===== config.mk =====
export PLATFORM = sky130hd
export DESIGN_NAME = skid_steer_mixer_top
export DESIGN_NICKNAME = d
export VERILOG_FILES = /design/src/sv/skm_pkg.sv /design/src/sv/skm_front.sv /design/src/sv/skm_fifo.sv /design/src/sv/skm_back.sv /design/src/sv/skid_steer_mixer_top.sv
export SDC_FILE = /design/constraint.sdc
export NUM_CORES = 2
export LEC_CHECK = 0
export BUFFER_PORTS_ARGS = -buffer_cell sky130_fd_sc_hd__buf_2
export CAP_MARGIN = 15
export CORE_UTILIZATION = 40
export DETAILED_ROUTE_END_ITERATION = 10
export PLACE_DENSITY_LB_ADDON = 0.05
export SLEW_MARGIN = 5
export SYNTH_ARGS = -nofsm -noshare
export SYNTH_HDL_FRONTEND = slang
export SYNTH_SLANG_ARGS = --single-unit

===== constraint.sdc =====
create_clock -name clk -period 15.9 [get_ports clk]
set_input_delay 3.18 -clock clk [delete_from_list [all_inputs] [get_ports clk]]
set_output_delay 3.18 -clock clk [all_outputs]
set_load 0.1 [all_outputs]

===== src/sv/skm_pkg.sv =====
// Shared constants and types of the skid-steer mixer.
package skm_pkg;

  localparam int Q_BITS     = 14;
  localparam int Q_ONE      = 1 << Q_BITS;
  localparam int HALF_Q     = Q_ONE / 2;
  localparam int STEER_FULL = 4500;
  localparam int THR_FULL   = 100;
  localparam int MIX_HALF   = 128;
  localparam int MIX_FULL   = 256;
  localparam int DRIVE_FULL = 10000;

  // Both scalings round half up, folded into an exact multiply by a reciprocal.
  localparam int STEER_DIV  = STEER_FULL / 4;
  localparam int STEER_BIAS = STEER_FULL / 8;
  localparam int THR_DIV    = THR_FULL / 4;
  localparam int THR_BIAS   = THR_FULL / 8;

  localparam int SS_SHIFT = 36;
  localparam longint SS_RECIP = ((longint'(1) << SS_SHIFT) + STEER_DIV - 1) / STEER_DIV;
  localparam int TS_SHIFT = 24;
  localparam longint TS_RECIP = ((longint'(1) << TS_SHIFT) + THR_DIV - 1) / THR_DIV;

  localparam int DIV_STEPS = Q_BITS;
  localparam int FIFO_DEPTH = 2;

  typedef struct packed {
    logic        neg;
    logic        over;
    logic [14:0] ss;
    logic [14:0] ts;
    logic [15:0] sat;
  } skm_word_t;

  typedef struct packed {
    logic full;
    logic empty;
  } skm_fifo_stat_t;

endpackage


===== src/sv/skm_front.sv =====
// Front end: saturates a command word and scales it to Q1.14 fractions.
module skm_front
  import skm_pkg::*;
(
  input  logic             clk,
  input  logic             rst_n,
  input  logic             accept,
  input  logic [13:0]      steer_demand,
  input  logic [6:0]       throttle_pct,
  output logic             push,
  output skm_word_t        push_word
);

  logic        f1_valid_r, f2_valid_r, f3_valid_r;
  logic        f1_neg_r, f2_neg_r;
  logic [12:0] f1_smag_r;
  logic [6:0]  f1_thr_r;
  logic [14:0] f2_ss_r, f2_ts_r;
  skm_word_t   f3_word_r;

  logic [13:0] smag_raw;
  logic [12:0] smag_nxt;
  logic [6:0]  thr_nxt;
  logic [24:0] ns;
  logic [50:0] ps;
  logic [18:0] nt;
  logic [38:0] pt;
  logic [14:0] ss_nxt, ts_nxt;
  skm_word_t   word_nxt;

  always_comb begin
    smag_raw = steer_demand[13] ? 14'(14'd0 - steer_demand) : steer_demand;
    smag_nxt = (smag_raw > 14'(STEER_FULL)) ? 13'(STEER_FULL) : smag_raw[12:0];
    thr_nxt  = (throttle_pct > 7'(THR_FULL)) ? 7'(THR_FULL) : throttle_pct;

    ns = 25'({f1_smag_r, 12'b0}) + 25'(STEER_BIAS);
    ps = 51'(ns) * 51'(SS_RECIP);
    ss_nxt = 15'(ps >> SS_SHIFT);
    nt = 19'({f1_thr_r, 12'b0}) + 19'(THR_BIAS);
    pt = 39'(nt) * 39'(TS_RECIP);
    ts_nxt = 15'(pt >> TS_SHIFT);

    word_nxt.neg  = f2_neg_r;
    word_nxt.ss   = f2_ss_r;
    word_nxt.ts   = f2_ts_r;
    word_nxt.sat  = 16'(f2_ss_r) + 16'(f2_ts_r);
    word_nxt.over = word_nxt.sat > 16'(Q_ONE);
  end

  always_ff @(posedge clk) begin
    if (!rst_n) begin
      f1_valid_r <= 1'b0;
      f2_valid_r <= 1'b0;
      f3_valid_r <= 1'b0;
    end else begin
      f1_valid_r <= accept;
      f2_valid_r <= f1_valid_r;
      f3_valid_r <= f2_valid_r;
    end
    f1_neg_r  <= steer_demand[13];
    f1_smag_r <= smag_nxt;
    f1_thr_r  <= thr_nxt;
    f2_neg_r  <= f1_neg_r;
    f2_ss_r   <= ss_nxt;
    f2_ts_r   <= ts_nxt;
    f3_word_r <= word_nxt;
  end

  assign push      = f3_valid_r;
  assign push_word = f3_word_r;

endmodule


===== src/sv/skm_fifo.sv =====
// Short queue between the front end and the back end.
module skm_fifo
  import skm_pkg::*;
(
  input  logic           clk,
  input  logic           rst_n,
  input  logic           push,
  input  skm_word_t      wdata,
  input  logic           pop,
  output skm_word_t      rdata,
  output skm_fifo_stat_t stat
);

  localparam int PTR_W = $clog2(FIFO_DEPTH);
  localparam int CNT_W = $clog2(FIFO_DEPTH + 1);

  skm_word_t        mem_r [FIFO_DEPTH];
  logic [PTR_W-1:0] wr_ptr_r, rd_ptr_r;
  logic [CNT_W-1:0] count_r, count_nxt;
  logic             do_push, do_pop;

  always_comb begin
    do_pop    = pop && (count_r != '0);
    do_push   = push && (count_r != CNT_W'(FIFO_DEPTH));
    count_nxt = count_r;
    if (do_push && !do_pop) begin
      count_nxt = count_r + CNT_W'(1);
    end else if (do_pop && !do_push) begin
      count_nxt = count_r - CNT_W'(1);
    end
  end

  always_ff @(posedge clk) begin
    if (!rst_n) begin
      wr_ptr_r <= '0;
      rd_ptr_r <= '0;
      count_r  <= '0;
    end else begin
      count_r <= count_nxt;
      if (do_push) begin
        wr_ptr_r <= (wr_ptr_r == PTR_W'(FIFO_DEPTH - 1)) ? '0 : wr_ptr_r + PTR_W'(1);
      end
      if (do_pop) begin
        rd_ptr_r <= (rd_ptr_r == PTR_W'(FIFO_DEPTH - 1)) ? '0 : rd_ptr_r + PTR_W'(1);
      end
    end
    if (do_push) begin
      mem_r[wr_ptr_r] <= wdata;
    end
  end

  assign rdata      = mem_r[rd_ptr_r];
  assign stat.full  = (count_r == CNT_W'(FIFO_DEPTH));
  assign stat.empty = (count_r == '0);

endmodule


===== src/sv/skm_back.sv =====
// Back end: pipelined fair-scale divider, priority mix and drive scaling.
module skm_back
  import skm_pkg::*;
(
  input  logic             clk,
  input  logic             rst_n,
  input  logic [8:0]       mix,
  input  logic             take,
  input  skm_word_t        word,
  output logic             out_valid,
  output logic [14:0]      left_drive,
  output logic [14:0]      right_drive
);

  typedef struct packed {
    skm_word_t   w;
    logic [15:0] rem;
    logic [13:0] nlow;
    logic [13:0] q;
  } div_t;

  typedef struct packed {
    skm_word_t   w;
    logic        sel;
    logic [13:0] fair;
    logic [22:0] prod;
  } m1_t;

  typedef struct packed {
    skm_word_t   w;
    logic        sel;
    logic [14:0] f;
  } m2_t;

  typedef struct packed {
    skm_word_t   w;
    logic        sel;
    logic [29:0] prod;
  } m3_t;

  typedef struct packed {
    logic        lneg;
    logic        rneg;
    logic [28:0] lprod;
    logic [28:0] rprod;
  } m5_t;

  function automatic div_t div_init(skm_word_t w);
    div_t        d;
    logic [28:0] num;
    num    = 29'(longint'(1) << (2 * Q_BITS)) + 29'(w.sat >> 1);
    d.w    = w;
    d.rem  = 16'(num[28:14]);
    d.nlow = num[13:0];
    d.q    = '0;
    return d;
  endfunction

  // One restoring step: one quotient bit of round(Q_ONE * Q_ONE / sat).
  function automatic div_t div_step(div_t s);
    div_t        d;
    logic [16:0] trial;
    d      = s;
    trial  = {s.rem, s.nlow[13]};
    d.nlow = {s.nlow[12:0], 1'b0};
    if (trial >= {1'b0, s.w.sat}) begin
      d.rem = 16'(trial - {1'b0, s.w.sat});
      d.q   = {s.q[12:0], 1'b1};
    end else begin
      d.rem = trial[15:0];
      d.q   = {s.q[12:0], 1'b0};
    end
    return d;
  endfunction

  div_t                 div_r   [DIV_STEPS];
  div_t                 div_nxt [DIV_STEPS];
  logic [DIV_STEPS-1:0] dv_r;
  logic [5:0]           mv_r;

  m1_t                m1_r, m1_nxt;
  m2_t                m2_r, m2_nxt;
  m3_t                m3_r, m3_nxt;
  logic signed [16:0] left_r, right_r, left_nxt, right_nxt;
  m5_t                m5_r, m5_nxt;
  logic [14:0]        lout_r, rout_r, lout_nxt, rout_nxt;

  logic [8:0]         m_cl;
  logic [7:0]         dlt;
  logic [14:0]        diff;
  logic [23:0]        fsum;
  logic [14:0]        v;
  logic [16:0]        sc;
  logic [14:0]        scl, s, t;
  logic signed [16:0] sv;
  logic [14:0]        lmag, rmag;
  logic [13:0]        lr, rr;

  always_comb begin
    div_nxt[0] = div_step(div_init(word));
    for (int i = 1; i < DIV_STEPS; i++) begin
      div_nxt[i] = div_step(div_r[i-1]);
    end
  end

  always_comb begin
    m_cl = (mix > 9'(MIX_FULL)) ? 9'(MIX_FULL) : mix;
    m1_nxt.w    = div_r[DIV_STEPS-1].w;
    m1_nxt.fair = div_r[DIV_STEPS-1].q;
    m1_nxt.sel  = (m_cl >= 9'(MIX_HALF));
    dlt = m1_nxt.sel ? 8'(m_cl - 9'(MIX_HALF)) : 8'(9'(MIX_HALF) - m_cl);
    diff = 15'(15'(Q_ONE) - 15'(m1_nxt.fair));
    m1_nxt.prod = 23'(diff) * 23'(dlt);

    fsum = 24'(m1_r.prod) + 24'(MIX_HALF / 2);
    m2_nxt.w   = m1_r.w;
    m2_nxt.sel = m1_r.sel;
    m2_nxt.f   = 15'(m1_r.fair) + 15'(fsum >> $clog2(MIX_HALF));

    v = m2_r.sel ? m2_r.w.ss : m2_r.w.ts;
    m3_nxt.w    = m2_r.w;
    m3_nxt.sel  = m2_r.sel;
    m3_nxt.prod = 30'(v) * 30'(m2_r.f);

    sc  = 17'((m3_r.prod + 30'(HALF_Q)) >> Q_BITS);
    scl = (sc > 17'(Q_ONE)) ? 15'(Q_ONE) : 15'(sc);
    if (!m3_r.w.over) begin
      s = m3_r.w.ss;
      t = m3_r.w.ts;
    end else if (m3_r.sel) begin
      s = scl;
      t = 15'(Q_ONE) - scl;
    end else begin
      t = scl;
      s = 15'(Q_ONE) - scl;
    end
    sv = m3_r.w.neg ? -$signed({2'b00, s}) : $signed({2'b00, s});
    left_nxt  = $signed({2'b00, t}) + sv;
    right_nxt = $signed({2'b00, t}) - sv;

    lmag = left_r[16] ? 15'(-left_r) : 15'(left_r);
    rmag = right_r[16] ? 15'(-right_r) : 15'(right_r);
    m5_nxt.lneg  = left_r[16];
    m5_nxt.rneg  = right_r[16];
    m5_nxt.lprod = 29'(lmag) * 29'(DRIVE_FULL);
    m5_nxt.rprod = 29'(rmag) * 29'(DRIVE_FULL);

    lr = 14'((m5_r.lprod + 29'(HALF_Q)) >> Q_BITS);
    rr = 14'((m5_r.rprod + 29'(HALF_Q)) >> Q_BITS);
    lout_nxt = m5_r.lneg ? 15'(15'd0 - {1'b0, lr}) : {1'b0, lr};
    rout_nxt = m5_r.rneg ? 15'(15'd0 - {1'b0, rr}) : {1'b0, rr};
  end

  always_ff @(posedge clk) begin
    if (!rst_n) begin
      dv_r <= '0;
      mv_r <= '0;
    end else begin
      dv_r <= {dv_r[DIV_STEPS-2:0], take};
      mv_r <= {mv_r[4:0], dv_r[DIV_STEPS-1]};
    end
    for (int i = 0; i < DIV_STEPS; i++) begin
      div_r[i] <= div_nxt[i];
    end
    m1_r    <= m1_nxt;
    m2_r    <= m2_nxt;
    m3_r    <= m3_nxt;
    left_r  <= left_nxt;
    right_r <= right_nxt;
    m5_r    <= m5_nxt;
    lout_r  <= lout_nxt;
    rout_r  <= rout_nxt;
  end

  assign out_valid   = mv_r[5];
  assign left_drive  = lout_r;
  assign right_drive = rout_r;

endmodule


===== src/sv/skid_steer_mixer_top.sv =====
// Top level of the skid-steer mixer: configuration port, front end, queue, back end.
//
// The mixer takes one command word per clock while busy is low and returns each
// result strobed by out_valid for a single cycle. Results cannot be held off, so
// the receiver must capture every strobed word. The rate of one word per clock
// comes from the fully pipelined back end: the fair-scale divider spends one
// stage on each of its 14 quotient bits. Busy rises only when the internal queue
// is full. The priority mix register should be written only while no command is
// in flight.
module skid_steer_mixer_top
  import skm_pkg::*;
(
  input  logic        clk,
  input  logic        rst_n,
  input  logic        start,
  output logic        busy,
  input  logic [13:0] in_steer_demand,
  input  logic [6:0]  in_throttle_pct,
  output logic        out_valid,
  output logic [14:0] out_left_drive,
  output logic [14:0] out_right_drive,
  input  logic        psel,
  input  logic        penable,
  input  logic        pwrite,
  input  logic [2:0]  paddr,
  input  logic [31:0] pwdata,
  output logic [31:0] prdata,
  output logic        pready
);

  localparam logic REG_MIX = 1'b0;
  localparam int   LATENCY = 24;

  logic           [8:0] mix_r;
  logic           accept;
  logic           fifo_push;
  skm_word_t      fifo_wdata, fifo_rdata;
  skm_fifo_stat_t fifo_stat;
  logic           fifo_pop;

  always_ff @(posedge clk) begin
    if (!rst_n) begin
      mix_r <= 9'(MIX_HALF);
    end else if (psel && penable && pwrite && pready && (paddr[2] == REG_MIX)) begin
      mix_r <= pwdata[8:0];
    end
  end

  assign pready = 1'b1;
  assign prdata = (paddr[2] == REG_MIX) ? {23'b0, mix_r} : '0;

  assign busy     = fifo_stat.full;
  assign accept   = start && !busy;
  assign fifo_pop = !fifo_stat.empty;

  skm_front u_front (
    .clk          (clk),
    .rst_n        (rst_n),
    .accept       (accept),
    .steer_demand (in_steer_demand),
    .throttle_pct (in_throttle_pct),
    .push         (fifo_push),
    .push_word    (fifo_wdata)
  );

  skm_fifo u_fifo (
    .clk   (clk),
    .rst_n (rst_n),
    .push  (fifo_push),
    .wdata (fifo_wdata),
    .pop   (fifo_pop),
    .rdata (fifo_rdata),
    .stat  (fifo_stat)
  );

  skm_back u_back (
    .clk         (clk),
    .rst_n       (rst_n),
    .mix         (mix_r),
    .take        (fifo_pop),
    .word        (fifo_rdata),
    .out_valid   (out_valid),
    .left_drive  (out_left_drive),
    .right_drive (out_right_drive)
  );

`ifndef SYNTHESIS
  a_fifo_no_overflow: assert property (@(posedge clk) disable iff (!rst_n)
    fifo_push |-> (!fifo_stat.full || fifo_pop))
    else $error("Queue written while full.");

  a_result_follows: assert property (@(posedge clk) disable iff (!rst_n)
    accept |-> ##LATENCY out_valid)
    else $error("Accepted word produced no result at the expected cycle.");

  a_no_stray_result: assert property (@(posedge clk) disable iff (!rst_n)
    out_valid |-> $past(accept, LATENCY))
    else $error("Result strobed without a matching accepted word.");
`endif

endmodule


Word-level counts from Yosys, hierarchy flattened
Memory sizes are Yosys's and may differ from the RTL's. A register that Yosys moved wholly into a read port is not among the register bits.
Cells that the tools add are included.
{"block": "totals", "reg_bits": 430, "ram_bits": 1370, "inputBits": 62, "out_inout_bits": 65, "elab_cells": 185, "n_memories": 2}
{"block": "op_classes", "n_addsub": 39, "multipliers": 6, "order_cmp": 20, "eq_ne": 2, "muxes": 51, "bitwise_logic": 1, "n_reduce_logical": 15}
{"name": "u_back.div_r", "depth": 14, "width": 91, "read_ports": 14, "rd_ports_with_merged_regs": 0, "write_ports": 14, "line_no": "skm_back.sv:76", "rtl": "div_t div_r [DIV_STEPS];"}
{"name": "u_fifo.mem_r", "depth": 2, "width": 48, "read_ports": 1, "rd_ports_with_merged_regs": 1, "write_ports": 1, "line_no": "skm_fifo.sv:17", "rtl": "skm_word_t mem_r [FIFO_DEPTH];"}
{"cell": "16-bit 2-to-1 mux", "n": 14}
{"cell": "16-bit subtractor", "n": 14}
{"cell": "17-bit by 16-bit >= comparator with 1-bit output", "n": 13}
{"cell": "15-bit 2-to-1 mux", "n": 8}
{"cell": "28-bit by 14-bit adder with 28-bit output, second input constant", "n": 2}
{"cell": "25-bit by 24-bit multiplier with 49-bit output, second input constant", "n": 1}
{"cell": "15-bit by 10-bit multiplier with 24-bit output, second input constant", "n": 2}
{"cell": "14-bit 2-to-1 mux", "n": 3}
{"cell": "19-bit by 20-bit multiplier with 39-bit output, second input constant", "n": 1}
{"cell": "16-bit by 15-bit greater-than comparator with 1-bit output, second input constant", "n": 2}
{"cell": "30-bit by 14-bit adder with 30-bit output, second input constant", "n": 1}
{"cell": "15-bit by 15-bit multiplier with 30-bit output", "n": 1}
{"cell": "15-bit negation", "n": 2}
{"cell": "1-bit by 14-bit subtractor with 15-bit output, first input constant", "n": 2}
{"cell": "29-bit by 15-bit adder with 29-bit output, first input constant", "n": 1}
{"cell": "25-bit by 10-bit adder with 25-bit output, second input constant", "n": 1}
{"cell": "22-bit by 7-bit adder with 22-bit output, second input constant", "n": 1}
{"cell": "15-bit by 8-bit multiplier with 22-bit output", "n": 1}
{"cell": "1-bit 2-to-1 mux", "n": 20}
{"cell": "19-bit by 4-bit adder with 19-bit output, second input constant", "n": 1}
{"cell": "9-bit 2-to-1 mux", "n": 2}
{"cell": "16-bit by 17-bit adder with 17-bit output", "n": 1}
{"cell": "17-bit 2-to-1 mux", "n": 1}
{"cell": "15-bit negation with 17-bit output", "n": 1}
{"cell": "other kinds (25)", "n": 38}

Longest topological paths before layout
{"block": "logic_depth", "word_depth": 9, "ltp_mapped": 31, "depth_no_buf": 28}

Modules after synthesis
Synthesis repeated with hierarchy kept, for this count alone.
{"block": "unflattened", "hier_cells": 7036, "hier_area_um2": 73803.3}
{"mod": "skm_back", "n_inst": 1, "cells_each": 5676, "area_each_um2": 58351.0, "seq_area_each_um2": 24883.9}
{"mod": "skm_front", "n_inst": 1, "cells_each": 1109, "area_each_um2": 11105.7, "seq_area_each_um2": 2062.0}
{"mod": "skm_fifo", "n_inst": 1, "cells_each": 174, "area_each_um2": 3697.3, "seq_area_each_um2": 2982.9}
{"mod": "skid_steer_mixer_top", "n_inst": 1, "cells_each": 77, "area_each_um2": 649.4, "seq_area_each_um2": 180.2}

Worst setup path before layout
Ideal clock, no wire load.
{"block": "synth_timing", "path_type": "input to output", "from": "input paddr[2]", "to": "output prdata[0]", "arrival_ns": 4.707, "slack_ns": 8.013, "stages": 2, "path_buffers": 1, "cell_sequence": "clkbuf_1 nor2b_1"}
{"block": "synth_via", "elab_chain_cells": 1}
{"element": "start: declaration", "line_no": "skid_steer_mixer_top.sv:25", "rtl": "input logic [2:0] paddr,"}
{"element": "9-bit 2-to-1 mux", "line_no": "skid_steer_mixer_top.sv:50", "rtl": "assign prdata = (paddr[2] == REG_MIX) ? {23'b0, mix_r} : '0;"}
{"element": "end: declaration", "line_no": "skid_steer_mixer_top.sv:27", "rtl": "output logic [31:0] prdata,"}
No other way between the ends.

==> run summary <==
Clk buf depth - 3
Slew headroom - 24.4%
DR WL met3 - 4300 um
Vias in the first global route - 45339
Hold WS - 0.267 ns
Max-slew violation count - 0
Status - finished clean
Crit path required time - 16.60 ns
Design area - 0.0804 sq mm
Slowest cell on crit path - dfxtp_1
HPWL Detailed - 109000 um
Critical path class - reg -> reg
Cts hold-fix bufs - 0
Core Util, Final - 45.0%
Synth area leader - dfxtp_1
Clk_skew - 0.0640 ns
Commonest non-fill, non-tap cell in the layout - dfxtp_1
EDFF count, synth - 96
Die outline height - 426 um
Post-synth top area share - 37.8%
Largest net degree at the start of global routing - 50
Mean Syn Cell Area - 10.4 sq um
Die Wd - 426 um
Post-detailed-routing wire length - 139000 um
Setup bufs post-CTS - 0
First-pass GRT wire length - 230000 um
RSZ-0062 raised after global routing - no
Initial Utilization - 40.3%
Max stage delay on crit path - 0.85 ns
Max capacitance violation total - 0
Residual DRC - 0
Uppermost layer routed - met4
CP Cell Sequence - mux2_2, nand2_1, fa_1, inv_1, fa_1, inv_1, fa_1, inv_1, ha_1, inv_1, fa_1, inv_1, fa_1, ha_1, a2111oi_0, o211ai_1, a41o_1, a211oi_1, o31ai_1, a41oi_1, nand4b_1, a31oi_1, o21ba_2, xnor2_1
I/O pin count - 127
Die Area - 0.182 sq mm
Placed Instance Area - 0.0749 sq mm
Routed Antenna Nets - 0
Worst path arrival time - 8.85 ns
Period minus WS final - 8.15 ns
Vias per Instance - 4.70
Met2 wire len - 66200 um
Distinct cell type count after synthesis - 102
Cts repair resizes - 0
Wire per inst - 14.6 um
Row count - 155
Clock sink count - 1456
Final Hold Viols - 0
Sequential-to-total area share from yosys stat - 41.8%
Most frequent cells in the layout - dfxtp_1 (1359), inv_1 (937), ha_1 (825)
Crit Path Max Fanout - 16
H-tree levels - 4
Main synth FF type - dfxtp_1
TritonCTS clock tree - yes
Final-report setup violation count - 0
Max Freq - 0.123 GHz
Port bufs - 77
Hold Crit Class - reg -> reg
Post-synthesis instance total - 6902
Top delay family on crit path - adder cells
Layout cell share with drive strength beyond 1 - 7.32%
Worst setup EP type - flip-flop
Synth area leaders - dfxtp_1 (38%), ha_1 (14%), fa_1 (12%), inv_1 (4.9%), edfxtp_1 (4.0%)
Worst-path clk slew - 0.06 ns
Gr ovfl total - 0
Asr flop ratio synth - 0%
Initial antenna violation count - 0
Fillers - 16869
Layout area overhead - 11.6%
Drt first pass iters - 7
Ys Warns - 0
CP startpoint kind - flip-flop
Synthesized flop and latch total - 1456
Slew @ Worst Pin - 1.13 ns
Final Cycle Share - 51.3%
Routability Congestion - 0.837
1st-iter DRT viols - 1737
Total number of vias - 44752
Clk Latency, worst-skew pair - 0.81 ns
CP Buf/Inv Count - 5
Clk root buf - clkbuf_16
Nets@finish - 8337
CTS buffer count - 157
WL met1 - 64600 um
Mapped cell area - 0.0720 sq mm
Core area - 0.179 sq mm
GRT Overall Usage - 15.6%
Fin Setup TNS - 0 ns
[synth_stat cells, drive strengths merged, types with 31 or more instances]
cell / n
dfxtp: 1360
inv: 940
ha: 825
nor2: 461
nand2: 440
fa: 422
xnor2: 298
a21oi: 291
o21ai: 207
xor2: 162
and2: 142
nor3: 109
clkbuf: 107
edfxtp: 96
nand3: 96
mux2: 89
a21o: 72
nor2b: 72
nand4: 63
nand2b: 56
o31ai: 47
or3: 44
buf: 43
o21a: 42
a21boi: 35
and3: 34
or2: 31
[metal layers]
layer / global-route usage (%) / vias to the layer above
met5: 0 / -
li1: - / 22932
met2: 26.7 / 539
met4: 5.46 / 0
met1: 20.0 / 21063
met3: 2.36 / 218
[metrics by stage]
step                      worst slack (ns)  instances
after global routing                  7.08       9516
after floorplan                       8.01       6924
final                                 7.75       9518
after global placement                7.60       9222
after detailed placement              7.64       9222
after CTS                             7.61       9514
[final cells by class]
| cell class | instances | area [sq um] | share of cell area, % |
|---|---|---|---|
| antenna | 2 | 5.00 | 0.00622 |
| clock buffer | 212 | 4380 | 5.44 |
| clock inverter | 80 | 1090 | 1.36 |
| inverter | 941 | 3530 | 4.39 |
| multi-input combinational | 4377 | 37800 | 47.0 |
| sequential | 1456 | 30100 | 37.4 |
| tap | 2355 | 2950 | 3.66 |
| timing repair buffer | 95 | 533 | 0.663 |
[flip-flops by register name, indices dropped and copies added (netlist names), 2 cells and up, named ones only]
signal,flops
u_back.right_drive,15
u_fifo.count_r,2
u_back.left_r,16
u_back.mv_r,6
u_front.f2_ts_r,15
u_front.f1_smag_r,13
u_back.m2_r,48
u_front.push_word,48
u_back.m3_r,50
u_back.right_r,15
u_fifo.mem_r,96
u_front.f1_thr_r,7
u_front.f2_ss_r,15
mix_r,9
u_back.div_r,969
u_back.m1_r,63
u_back.m5_r,32
u_back.left_drive,15
u_back.dv_r,14
[cell families after synthesis]
logic type	synth area share, %
other cells	0.0104
mux	1.75
flops	41.8
compound gates	8.13
buf+inv	5.85
xor+xnor	5.59
simple gates	10.8
fa+ha+maj	26.1
[worst paths after layout]
| kind | end | depth (start not counted) | slack [ns] | startpoint |
|---|---|---|---|---|
| max | u_back.m3_r[26] | 24 | 7.75 | u_back.m2_r[15] |
| min | u_back.div_r[1][181] | 0 | 0.27 | u_back.div_r[1][90] |
| max reg2reg | u_back.m3_r[26] | 24 | 7.75 | u_back.m2_r[15] |
| min reg2reg | u_back.div_r[1][181] | 0 | 0.27 | u_back.div_r[1][90] |
Power is not shown: default switching activity piles up to over one toggle a cycle in this logic, so the estimate is an artifact.
